==> config.mk <==
export PLATFORM = sky130hd
export DESIGN_NAME = playfair_digraph_encrypt_core
export DESIGN_NICKNAME = d
export VERILOG_FILES = /design/src/rtl/pf_pkg.sv /design/src/rtl/pf_store.sv /design/src/rtl/pf_seq.sv /design/src/rtl/playfair_digraph_encrypt_core.sv
export SDC_FILE = /design/constraint.sdc
export NUM_CORES = 1
export LEC_CHECK = 0
export ABC_AREA = 1
export BUFFER_PORTS_ARGS = -buffer_cell sky130_fd_sc_hd__buf_2
export CORE_MARGIN = 5
export CORE_UTILIZATION = 40
export CTS_BUF_LIST = sky130_fd_sc_hd__clkbuf_4 sky130_fd_sc_hd__clkbuf_8
export DETAILED_ROUTE_END_ITERATION = 10
export GPL_ROUTABILITY_DRIVEN = 1
export RECOVER_POWER = 25
export SLEW_MARGIN = 20
export SYNTH_ARGS = -nofsm -noshare
export SYNTH_HDL_FRONTEND = slang
export SYNTH_HIERARCHICAL = 1
export SYNTH_SLANG_ARGS = --single-unit
==> constraint.sdc <==
create_clock -name clock -period 11.4 [get_ports clock]
set_input_delay 2.85 -clock clock [delete_from_list [all_inputs] [get_ports clock]]
set_output_delay 2.85 -clock clock [all_outputs]
set_load 0.02 [all_outputs]
==> src/rtl/pf_pkg.sv <==
`timescale 1ns / 1ps

package pf_pkg;

   localparam int GRID_SIDE    = 5;
   localparam int CELL_COUNT   = GRID_SIDE * GRID_SIDE;
   localparam int LETTER_COUNT = 26;

   localparam logic [4:0] LETTER_I = 5'd8;
   localparam logic [4:0] LETTER_J = 5'd9;
   localparam logic [4:0] LETTER_X = 5'd23;
   localparam logic [4:0] LETTER_Z = 5'd25;

   typedef enum logic [1:0] {
      REQ_ADD     = 2'd0,
      REQ_FINISH  = 2'd1,
      REQ_ENCRYPT = 2'd2,
      REQ_NONE    = 2'd3
   } pf_kind_type;

   typedef enum logic [1:0] {
      STATUS_OK        = 2'd0,
      STATUS_EQUAL     = 2'd1,
      STATUS_NOT_READY = 2'd2
   } pf_status_type;

   typedef enum logic [2:0] {
      PF_IDLE,
      PF_FILL,
      PF_POS_A,
      PF_POS_B,
      PF_CALC,
      PF_CELL_B,
      PF_RESP
   } pf_state_type;

   typedef struct packed {
      logic [1:0] req_type;
      logic [4:0] first_letter;
      logic [4:0] second_letter;
      logic       second_present;
   } pf_req_type;

   typedef struct packed {
      logic [4:0] cipher_first;
      logic [4:0] cipher_second;
      logic [1:0] status;
   } pf_rsp_type;

   typedef struct packed {
      logic [2:0] row;
      logic [2:0] col;
   } pf_pos_type;

   typedef struct packed {
      logic       cell_we;
      logic [4:0] cell_addr;
      logic [4:0] cell_data;
      logic       pos_we;
      logic [4:0] pos_addr;
      pf_pos_type pos_data;
   } pf_wr_type;

   typedef struct packed {
      logic       cell_re;
      logic [4:0] cell_addr;
      logic       pos_re;
      logic [4:0] pos_addr;
   } pf_rd_type;

   // Saturates codes above Z and folds J into I.
   function automatic logic [4:0] norm_letter(input logic [4:0] raw);
      logic [4:0] v;
      v = (raw > LETTER_Z) ? LETTER_Z : raw;
      if (v == LETTER_J) begin
         v = LETTER_I;
      end
      return v;
   endfunction

   function automatic logic [4:0] cell_index(input logic [2:0] row, input logic [2:0] col);
      return {row[2:0], 2'b00} + {2'b00, row} + {2'b00, col};
   endfunction

   function automatic logic [2:0] wrap_inc(input logic [2:0] v);
      return (v == 3'(GRID_SIDE - 1)) ? 3'd0 : v + 3'd1;
   endfunction

endpackage

==> src/rtl/pf_store.sv <==
`timescale 1ns / 1ps

module pf_store
   import pf_pkg::*;
(
   input  logic       clock,
   input  pf_wr_type  wr,
   input  pf_rd_type  rd,
   output logic [4:0] cell_rdata,
   output pf_pos_type pos_rdata
);

   logic [4:0] cell_mem [CELL_COUNT];
   pf_pos_type pos_mem  [LETTER_COUNT];
   logic [4:0] cell_rdata_ff;
   pf_pos_type pos_rdata_ff;

   always_ff @(posedge clock) begin
      if (wr.cell_we) begin
         cell_mem[wr.cell_addr] <= wr.cell_data;
      end
      if (wr.pos_we) begin
         pos_mem[wr.pos_addr] <= wr.pos_data;
      end
   end

   always_ff @(posedge clock) begin
      if (rd.cell_re) begin
         cell_rdata_ff <= cell_mem[rd.cell_addr];
      end
      if (rd.pos_re) begin
         pos_rdata_ff <= pos_mem[rd.pos_addr];
      end
   end

   assign cell_rdata = cell_rdata_ff;
   assign pos_rdata  = pos_rdata_ff;

endmodule

==> src/rtl/pf_seq.sv <==
`timescale 1ns / 1ps

module pf_seq
   import pf_pkg::*;
(
   input  logic       clock,
   input  logic       reset,
   input  logic       req_valid,
   output logic       req_ready,
   input  pf_req_type req_data,
   input  logic       rsp_free,
   output logic       rsp_load,
   output pf_rsp_type rsp_next,
   output pf_wr_type  wr,
   output pf_rd_type  rd,
   input  logic [4:0] cell_rdata,
   input  pf_pos_type pos_rdata
);

   pf_state_type  state_ff, state_in;
   logic [25:0]   used_ff, used_in;
   logic [4:0]    fill_count_ff, fill_count_in;
   logic [2:0]    fill_row_ff, fill_row_in;
   logic [2:0]    fill_col_ff, fill_col_in;
   logic          ready_ff, ready_in;
   logic [4:0]    walk_ff, walk_in;
   logic [4:0]    a_ff, a_in;
   logic [4:0]    b_ff, b_in;
   pf_pos_type    pa_ff, pa_in;
   logic [4:0]    idx_b_ff, idx_b_in;
   logic [4:0]    first_ff, first_in;
   pf_status_type status_ff, status_in;

   logic       accept;
   logic       place_en;
   logic [4:0] place_letter;
   logic       place_go;
   logic [4:0] enc_a;
   logic [4:0] enc_b;
   logic [2:0] ra, ca, rb, cb;

   assign req_ready = (state_ff == PF_IDLE);
   assign accept    = req_valid && req_ready;
   assign enc_a     = norm_letter(req_data.first_letter);
   assign enc_b     = req_data.second_present ? norm_letter(req_data.second_letter) : LETTER_X;

   always_comb begin
      state_in = state_ff;
      unique case (state_ff)
         PF_IDLE: begin
            if (accept) begin
               if (req_data.req_type == REQ_FINISH && !ready_ff) begin
                  state_in = PF_FILL;
               end else if (req_data.req_type == REQ_ENCRYPT) begin
                  if (!ready_ff || enc_a == enc_b) begin
                     state_in = PF_RESP;
                  end else begin
                     state_in = PF_POS_A;
                  end
               end
            end
         end
         PF_FILL: begin
            if (walk_ff == LETTER_Z) begin
               state_in = PF_IDLE;
            end
         end
         PF_POS_A:  state_in = PF_POS_B;
         PF_POS_B:  state_in = PF_CALC;
         PF_CALC:   state_in = PF_CELL_B;
         PF_CELL_B: state_in = PF_RESP;
         PF_RESP: begin
            if (rsp_free) begin
               state_in = PF_IDLE;
            end
         end
         default:   state_in = PF_IDLE;
      endcase
   end

   always_comb begin
      used_in       = used_ff;
      fill_count_in = fill_count_ff;
      fill_row_in   = fill_row_ff;
      fill_col_in   = fill_col_ff;
      ready_in      = ready_ff;
      walk_in       = walk_ff;
      a_in          = a_ff;
      b_in          = b_ff;
      pa_in         = pa_ff;
      idx_b_in      = idx_b_ff;
      first_in      = first_ff;
      status_in     = status_ff;
      place_en      = 1'b0;
      place_letter  = walk_ff;
      rd            = '0;
      rsp_load      = 1'b0;
      ra            = pa_ff.row;
      ca            = pa_ff.col;
      rb            = pos_rdata.row;
      cb            = pos_rdata.col;

      unique case (state_ff)
         PF_IDLE: begin
            if (accept) begin
               unique case (req_data.req_type)
                  REQ_ADD: begin
                     place_en     = !ready_ff;
                     place_letter = enc_a;
                  end
                  REQ_FINISH: begin
                     walk_in = 5'd0;
                  end
                  REQ_ENCRYPT: begin
                     a_in     = enc_a;
                     b_in     = enc_b;
                     first_in = 5'd0;
                     if (!ready_ff) begin
                        status_in = STATUS_NOT_READY;
                     end else if (enc_a == enc_b) begin
                        status_in = STATUS_EQUAL;
                     end else begin
                        status_in = STATUS_OK;
                     end
                  end
                  default: begin
                  end
               endcase
            end
         end
         PF_FILL: begin
            place_en     = (walk_ff != LETTER_J);
            place_letter = walk_ff;
            walk_in      = walk_ff + 5'd1;
            if (walk_ff == LETTER_Z) begin
               ready_in = 1'b1;
            end
         end
         PF_POS_A: begin
            rd.pos_re   = 1'b1;
            rd.pos_addr = a_ff;
         end
         PF_POS_B: begin
            pa_in       = pos_rdata;
            rd.pos_re   = 1'b1;
            rd.pos_addr = b_ff;
         end
         PF_CALC: begin
            if (pa_ff.row == pos_rdata.row) begin
               ca = wrap_inc(pa_ff.col);
               cb = wrap_inc(pos_rdata.col);
            end else if (pa_ff.col == pos_rdata.col) begin
               ra = wrap_inc(pa_ff.row);
               rb = wrap_inc(pos_rdata.row);
            end else begin
               ca = pos_rdata.col;
               cb = pa_ff.col;
            end
            rd.cell_re   = 1'b1;
            rd.cell_addr = cell_index(ra, ca);
            idx_b_in     = cell_index(rb, cb);
         end
         PF_CELL_B: begin
            first_in     = cell_rdata;
            rd.cell_re   = 1'b1;
            rd.cell_addr = idx_b_ff;
         end
         PF_RESP: begin
            rsp_load = rsp_free;
         end
         default: begin
         end
      endcase

      place_go = place_en && !used_ff[place_letter] && (fill_count_ff < 5'(CELL_COUNT));

      if (place_go) begin
         used_in[place_letter] = 1'b1;
         fill_count_in         = fill_count_ff + 5'd1;
         if (fill_col_ff == 3'(GRID_SIDE - 1)) begin
            fill_col_in = 3'd0;
            fill_row_in = fill_row_ff + 3'd1;
         end else begin
            fill_col_in = fill_col_ff + 3'd1;
         end
      end
   end

   assign wr.cell_we   = place_go;
   assign wr.cell_addr = fill_count_ff;
   assign wr.cell_data = place_letter;
   assign wr.pos_we    = place_go;
   assign wr.pos_addr  = place_letter;
   assign wr.pos_data  = '{row: fill_row_ff, col: fill_col_ff};

   assign rsp_next.cipher_first  = first_ff;
   assign rsp_next.cipher_second = (status_ff == STATUS_OK) ? cell_rdata : 5'd0;
   assign rsp_next.status        = status_ff;

   always_ff @(posedge clock) begin
      if (reset) begin
         state_ff      <= PF_IDLE;
         used_ff       <= '0;
         fill_count_ff <= '0;
         fill_row_ff   <= '0;
         fill_col_ff   <= '0;
         ready_ff      <= 1'b0;
      end else begin
         state_ff      <= state_in;
         used_ff       <= used_in;
         fill_count_ff <= fill_count_in;
         fill_row_ff   <= fill_row_in;
         fill_col_ff   <= fill_col_in;
         ready_ff      <= ready_in;
      end
   end

   always_ff @(posedge clock) begin
      walk_ff   <= walk_in;
      a_ff      <= a_in;
      b_ff      <= b_in;
      pa_ff     <= pa_in;
      idx_b_ff  <= idx_b_in;
      first_ff  <= first_in;
      status_ff <= status_in;
   end

`ifndef SYNTH
   assert property (@(posedge clock) disable iff (reset)
      $countones(used_ff) == 32'(fill_count_ff))
      else $error("Letter-used bits disagree with the fill count.");

   assert property (@(posedge clock) disable iff (reset)
      ready_ff |-> (fill_count_ff == 5'(CELL_COUNT)))
      else $error("Square marked ready before every cell was filled.");

   assert property (@(posedge clock) disable iff (reset)
      !used_ff[LETTER_J])
      else $error("The letter J was placed in the square.");

   assert property (@(posedge clock) disable iff (reset)
      $rose(ready_ff) |-> ($past(state_ff) == PF_FILL))
      else $error("Square became ready outside the fill walk.");
`endif

endmodule

==> src/rtl/playfair_digraph_encrypt_core.sv <==
`timescale 1ns / 1ps
// An added key letter is placed as it is accepted, if unused; the block stays ready.
// Finishing the square walks the 26 letters through the shared placement unit.
// An encrypt request steps through PF_POS_A, PF_POS_B, PF_CALC and PF_CELL_B (two position
// reads, two cell reads); PF_RESP loads the output register and then returns to PF_IDLE.
// A flagged encrypt goes straight to PF_RESP; a full output register holds the block there.
// Synchronous active-high reset clears the square state and the output valid flag; no sweep.

module playfair_digraph_encrypt_core
   import pf_pkg::*;
(
   input  logic       clock,
   input  logic       reset,
   input  logic       req_valid,
   output logic       req_ready,
   input  pf_req_type req_data,
   output logic       rsp_valid,
   input  logic       rsp_ready,
   output pf_rsp_type rsp_data
);

   pf_wr_type  wr;
   pf_rd_type  rd;
   logic [4:0] cell_rdata;
   pf_pos_type pos_rdata;
   logic       rsp_free;
   logic       rsp_load;
   pf_rsp_type rsp_next;
   logic       rsp_valid_ff, rsp_valid_in;
   pf_rsp_type rsp_data_ff;

   pf_store u_store (
      .clock      (clock),
      .wr         (wr),
      .rd         (rd),
      .cell_rdata (cell_rdata),
      .pos_rdata  (pos_rdata)
   );

   pf_seq u_seq (
      .clock      (clock),
      .reset      (reset),
      .req_valid  (req_valid),
      .req_ready  (req_ready),
      .req_data   (req_data),
      .rsp_free   (rsp_free),
      .rsp_load   (rsp_load),
      .rsp_next   (rsp_next),
      .wr         (wr),
      .rd         (rd),
      .cell_rdata (cell_rdata),
      .pos_rdata  (pos_rdata)
   );

   assign rsp_free = !rsp_valid_ff || rsp_ready;

   always_comb begin
      rsp_valid_in = rsp_valid_ff;
      if (rsp_load) begin
         rsp_valid_in = 1'b1;
      end else if (rsp_ready) begin
         rsp_valid_in = 1'b0;
      end
   end

   always_ff @(posedge clock) begin
      if (reset) begin
         rsp_valid_ff <= 1'b0;
      end else begin
         rsp_valid_ff <= rsp_valid_in;
      end
   end

   always_ff @(posedge clock) begin
      if (rsp_load) begin
         rsp_data_ff <= rsp_next;
      end
   end

   assign rsp_valid = rsp_valid_ff;
   assign rsp_data  = rsp_data_ff;

endmodule
# --- Yosys cells after proc, flatten, opt, wreduce, memory -nomap -nowiden ---
# Memories as Yosys holds them, arrays and structs flattened. A register that Yosys moved wholly into a read port is not among the register bits.
# Index checks and enable logic that the tools add are counted.
# Widths: inputs -> output; s select.
totals:
  reg_bits: 87
  ramBits: 281
  in_bits: 17
  output_inout_bits: 14
  word_cells: 139
  memories: 2
memory_table:
  columns: ["name", "depth", "width", "read_ports", "rd_clocked_by_memory_dff", "wr", "line", "source"]
  rows:
  - ["u_store.pos_mem", 26, 6, 1, 1, 1, "pf_store.sv:14", "pf_pos_type pos_mem [LETTER_COUNT];"]
  - ["u_store.cell_mem", 25, 5, 1, 1, 1, "pf_store.sv:13", "logic [4:0] cell_mem [CELL_COUNT];"]
op_classes:
  addsub: 12
  order_cmp: 5
  n_eq_ne: 26
  mux: 53
  bitwise: 1
  n_reduce_logical: 22
ops:
  columns: ["operator", "count"]
  rows:
  - ["$mux 3", 23]
  - ["$mux 5", 12]
  - ["$or 26x26->26", 1]
  - ["$eq 3x3->1 const B", 8]
  - ["$pmux 6 s2", 2]
  - ["$pmux 3 s7", 1]
  - ["$add 5x3->5", 4]
  - ["$pmux 5 s2", 2]
  - ["$add 3x1->3 const B", 6]
  - ["$add 5x1->5 const B", 2]
  - ["$eq 5x4->1 const B", 2]
  - ["$gt 5x5->1 const B", 2]
  - ["$mux 1", 10]
  - ["$reduce_and 3->1", 3]
  - ["$eq 3x2->1 const B", 2]
  - ["$eq 3x3->1", 2]
  - ["$lt 5x6->1 const B", 1]
  - ["$ne 2x2->1 const B", 3]
  - ["$reduce_bool 2->1", 3]
  - ["$bmux 1 s5", 1]
  - ["$demux 1 s5", 1]
  - ["$eq 5x5->1", 1]
  - ["$eq 5x5->1 const B", 1]
  - ["$ge 5x1->1 const B", 1]
  - ["15 further kinds", 25]

# --- Depth between registers and ports, before layout ---
logic_depth:
  depth_word: 14
  depth_mapped: 21
  ltp_nobuf: 19

# --- By module ---
# Netlist, hierarchy kept.
modules_own_cells:
  columns: ["mod", "instances", "cells_per_inst", "area_each_um2", "seq_area_each_um2"]
  rows:
  - ["pf_store", 1, 1131, 12326.8, 8768.4]
  - ["pf_seq", 1, 639, 4657.0, 1811.7]
  - ["playfair_digraph_encrypt_core", 1, 17, 402.9, 380.4]

# --- Worst setup path after synthesis ---
# No wires, ideal clock.
synth_path:
  path_type: "input port to flip-flop"
  from: "in req_data[11] (netlist bit)"
  to: "mem u_store.cell_mem[24][0] (enable)"
  setup_ps: 381
  arrival_ps: 5142
  t_required_ps: 11019
  slack_ps: 5877
  stages: 18
  n_path_buf: 3
  path_cell_list: "nor2_2 > nand4_4 > nand2_4 > nand2_4 > buf_6 > nand2_1 > nand2_1 > nand2_1 > nand2_1 > nand2_1 > nand2_1 > nor2_2 > nand2_4 > inv_4 > buf_6 > buf_4 > nand3b_1 > nor4_1"
synth_via:
  elab_chain_len: 11
  word_cells_on_any_way: 14
  cone_classes: "mux: 10; reduce/logical: 4"
synth_rtl:
  columns: ["element", "line", "source"]
  rows:
  - ["start: declaration", "playfair_digraph_encrypt_core.sv:16", "input pf_req_type req_data,"]
  - ["$logic_not 2->1 *", "pf_seq.sv:106", "unique case (req_data.req_type)"]
  - ["$mux 5", "pf_seq.sv:106", null]
  - ["$mux 5", "pf_seq.sv:105", "if (accept) begin"]
  - ["$mux 5", "pf_seq.sv:103", "unique case (state_ff)"]
  - ["$bmux 1 s5", "pf_seq.sv:175", "place_go = place_en && !used_ff[place_letter] && (fill_count_ff < 5'(CELL_COUNT));"]
  - ["$mux 1 (not written as such)", "pf_seq.sv:175", null]
  - ["$logic_not 1->1", "pf_seq.sv:175", null]
  - ["$logic_and 1x1->1 * (2 in a row)", "pf_seq.sv:175", null]
  - ["via u_seq.place_go", "pf_seq.sv:37", "logic place_go;"]
  - ["$mux 1 *", "pf_store.sv:19", "if (wr.cell_we) begin"]
  - ["$mux 1 (not written as such) *", "pf_store.sv:20", "cell_mem[wr.cell_addr] <= wr.cell_data;"]
  - ["end: declaration", "pf_store.sv:13", null]
# The timed path passes the listed nets; every way through them passes the cells marked *. The select of a mux whose other input is x is not followed.

==> impl_metrics.json <==
{
  "synth_seq_cells": 379,
  "detailroute.via_count": 12100,
  "post_synth_instance_area_um2": 17400,
  "cts_setup_buffers": 0,
  "synth_fp_nets": 1832,
  "die_height_um": 218,
  "num_antenna_cells": 0,
  "first_global_vias": 11900,
  "cp-start-kind": "primary input",
  "pin_count_of_the_biggest_net_entering_global_routing": 80,
  "clkLatencyLatePin_ns": 0.61,
  "floorplan.die_area_um2": 47700,
  "ctsResizeCount": 0,
  "synth_edf_count": 337,
  "wire_length_per_cell_after_detailed_routing_um": 16.4,
  "initial_antenna_violation_count": 0,
  "worst-path-buf-inv": 4,
  "detail_route.drc_violations": 0,
  "register_to_register_path_depth": 14,
  "ctsRootBufferMaster": "sky130_fd_sc_hd__clkbuf_8",
  "crit-reg2reg-launch": "u_seq/state_ff[0]",
  "rsz0062_at_grt": "false",
  "fin_crit_sh": 0.591,
  "cts_tree": "done",
  "worstSetupStartpoint": "req_data[11]",
  "worstHoldPathType": "register to register",
  "post_synth.cell_area_avg_um2": 9.73,
  "post-place-cells": 2348,
  "setup_total_negative_slack_ns": 0,
  "power_per_cell_area_nw_per_um2": 223,
  "clkTransAtPathRegs_ns": 0.06,
  "criticalPathCategory": "primary input to register",
  "max_freq_mhz": 148,
  "cp-endpoint": "u_store/cell_mem[24][2]",
  "finish.cell_count_without_fillers": 2451,
  "drtPass1Iterations": 5,
  "critical_path_arrival_ns": 6.96,
  "synth-compound-area-share": 0.0305,
  "grt_first_pass_wirelength_um": 63300,
  "cp_cell_sequence": "buf_2 > nor2_2 > nand2_1 > nand2_1 > nand2_1 > nand2_2 > clkinv_1 > nand2_1 > inv_1 > nand2_1 > nand2_1 > nor2_4 > nand2_4 > inv_4 > nand3b_1 > nor4_1",
  "design_power_total_uw": 4280,
  "floorplan.die.width_um": 218,
  "final_cell_area_um2": 19200,
  "report.final.setup_viol": 0,
  "yosys.area_share.xor_xnor": 0.00705,
  "ir_drop_mv": 0.117,
  "numCtsBuffers": 59,
  "dominant_combinational_cell_family_by_area_after_synthesis": "simple AND/OR/NAND/NOR gates",
  "global_route.overflow_total": 0,
  "yosys_warnings": 6,
  "fp-row-count": 76,
  "design.core.area_um2": 43100,
  "final_core_util": 0.445,
  "critical-path-max-stage-delay_ns": 0.91,
  "path_depth": 16,
  "postSynthCellCount": 1787,
  "timing.max_slew.rel_slack": -0.119,
  "worst_ep_required_time_ns": 11.63,
  "failed_checks": "capacitance limit, slew limit",
  "post_placement_cell_area_um2": 18000,
  "slew_viol_final": 116,
  "synth-main-ff-cell": "sky130_fd_sc_hd__edfxtp_1",
  "critical_path_peak_fanout": 33,
  "cts_htree_levels": 2,
  "clk_path_buf_depth": 3,
  "commonest_non_fill_non_tap_cell_in_the_layout": "sky130_fd_sc_hd__nand2_1",
  "fin_skew_ns": 0.0344,
  "final_layout_size_suffix_gt1_frac": 0.0954,
  "final.fill_count": 4106,
  "synthDominantAreaCellType": "sky130_fd_sc_hd__edfxtp_1",
  "area_growth_syn_to_layout_pct": 10.2,
  "leakagePower_uw": 0.00766,
  "run_status": "finished, violations left",
  "async_flop_share": 0,
  "hold_buffers": 0,
  "cp-end-kind": "register",
  "critical_path.slowest_cell": "sky130_fd_sc_hd__nor4_1",
  "top_level_ports": 31,
  "first_iter_violations": 924,
  "cts.sinks": 379,
  "report.final.hold_viol_count": 0,
  "rr_endpoint": "u_store/cell_mem[24][2]",
  "post_synth_and_or_nand_nor_area_fraction": 0.239,
  "rrSetupSlack_ns": 6.47,
  "commonest_cells_after_routing_fill_and_taps_aside": "548 x sky130_fd_sc_hd__nand2_1, 337 x sky130_fd_sc_hd__edfxtp_1, 249 x sky130_fd_sc_hd__nand3_1, 204 x sky130_fd_sc_hd__inv_1, 138 x sky130_fd_sc_hd__nor2_1",
  "seq_area_frac_synth": 0.630,
  "muxShareOfSynthArea": 0,
  "globalRouteTotalUtil": 0.166,
  "netlist-cell-type-count": 41,
  "avgViaCountPerCell": 4.94,
  "fin_crit_ns": 6.73,
  "top_area_cell_type_share_of_the_netlist_area": 0.582,
  "dpl.hpwl_um": 25500,
  "io_buffers": 30,
  "ant_nets": 0,
  "cpMostUsedCell": "sky130_fd_sc_hd__nand2_1",
  "place_congestion": 0.884,
  "yosys.area_share.adder": 0.0219,
  "synth.area.top_cells": "sky130_fd_sc_hd__edfxtp_1 58%, sky130_fd_sc_hd__nand2_1 12%, sky130_fd_sc_hd__nand3_1 7.2%, sky130_fd_sc_hd__dfxtp_1 4.8%, sky130_fd_sc_hd__inv_1 4.4%",
  "timing_worst_slew_pin_value_ns": 1.68,
  "max_cap_violation_count": 5,
  "initial_utilization": 0.404,
  "kind_of_cell_adding_the_most_delay_to_the_critical_path": "simple AND/OR/NAND/NOR gates",
  "wl_um": 40200,
  "final_nets": 1869
}
-- logic make-up (layout without fill, tap and decap cells) --
family	Yosys count	after routing
AO/OA/AOI/OAI	100	100
adder cells (fa/ha/maj)	28	28
AND/OR/NAND/NOR	980	980
flip-flops	379	379
buffers and inverters	286	365
XOR/XNOR	14	14
-- state kept, by name, summed over array words and instances (netlist names) --
register / flops
u_seq/first_ff: 5
u_seq/fill_row_ff: 3
rsp_valid: 1
u_seq/state_ff: 3
u_seq/idx_b_ff: 5
u_store/cell_mem: 125
u_store/cell_rdata: 5
rsp_data: 12
u_store/pos_rdata: 6
u_seq/pa_ff: 6
u_seq/a_ff: 5
u_seq/fill_count_ff: 5
u_seq/fill_col_ff: 3
u_seq/ready_ff: 1
u_seq/used_ff: 26
u_seq/b_ff: 5
u_seq/status_ff: 2
u_seq/walk_ff: 5
u_store/pos_mem: 156
-- area by class of cell --
class | count | area [µm²] | share of cell area
Timing Repair Buffer | 49 | 267 | 0.0139
Multi-Input combinational cell | 1122 | 5220 | 0.272
Sequential cell | 379 | 11000 | 0.572
Tap cell | 585 | 732 | 0.0382
Inverter | 213 | 807 | 0.0421
Clock inverter | 7 | 30.0 | 0.00157
Clock buffer | 96 | 1140 | 0.0595
-- per-stage QoR --
stage | worst slack (ns) | hold WS (ns)
2_1_floorplan | 5.88 | 0.400
3_3_place_gp | 4.36 | 0.402
3_5_place_dp | 4.24 | 0.411
4_1_cts | 4.89 | 0.419
5_1_grt | 4.20 | 0.431
6_report | 4.67 | 0.420
-- metal layers --
metal / GRT usage / share of wire
met5: 0 / 0
met3: 0.0292 / 0.054
met2: 0.273 / 0.47
met1: 0.225 / 0.45
met4: 0.0548 / 0.027
-- worst min path at each step --
stage,end,slack (ns),depth (start not counted),from
after CTS,rsp_data[10],0.42,0,u_seq/first_ff[3]
after detailed placement,rsp_data[11],0.41,0,u_seq/first_ff[4]
final,rsp_data[9],0.42,0,u_seq/first_ff[2]
after global routing,rsp_data[8],0.43,0,u_seq/first_ff[1]
after global placement,rsp_data[10],0.40,0,u_seq/first_ff[3]
after floorplan,rsp_data[10],0.40,0,u_seq/first_ff[3]
-- report_power, final --
part           total [µW]  internal [µW]  switching (µW)
sequential           1800           1740            58.4
clock                1130            624             502
combinational        1350            336            1020
total                4280           2700            1580
-- cells in the mapped netlist, types with 7 or more instances --
| cell type | n |
|---|---|
| sky130_fd_sc_hd__a21oi_1 | 52 |
| sky130_fd_sc_hd__buf_2 | 36 |
| sky130_fd_sc_hd__buf_4 | 15 |
| sky130_fd_sc_hd__buf_6 | 7 |
| sky130_fd_sc_hd__clkbuf_1 | 14 |
| sky130_fd_sc_hd__dfxtp_1 | 42 |
| sky130_fd_sc_hd__edfxtp_1 | 337 |
| sky130_fd_sc_hd__ha_1 | 24 |
| sky130_fd_sc_hd__inv_1 | 206 |
| sky130_fd_sc_hd__nand2_1 | 549 |
| sky130_fd_sc_hd__nand3_1 | 249 |
| sky130_fd_sc_hd__nand4_1 | 8 |
| sky130_fd_sc_hd__nor2_1 | 139 |
| sky130_fd_sc_hd__o21ai_0 | 34 |
| sky130_fd_sc_hd__or2_2 | 12 |
| sky130_fd_sc_hd__xor2_1 | 8 |
Power figures use the tool's default switching activity.
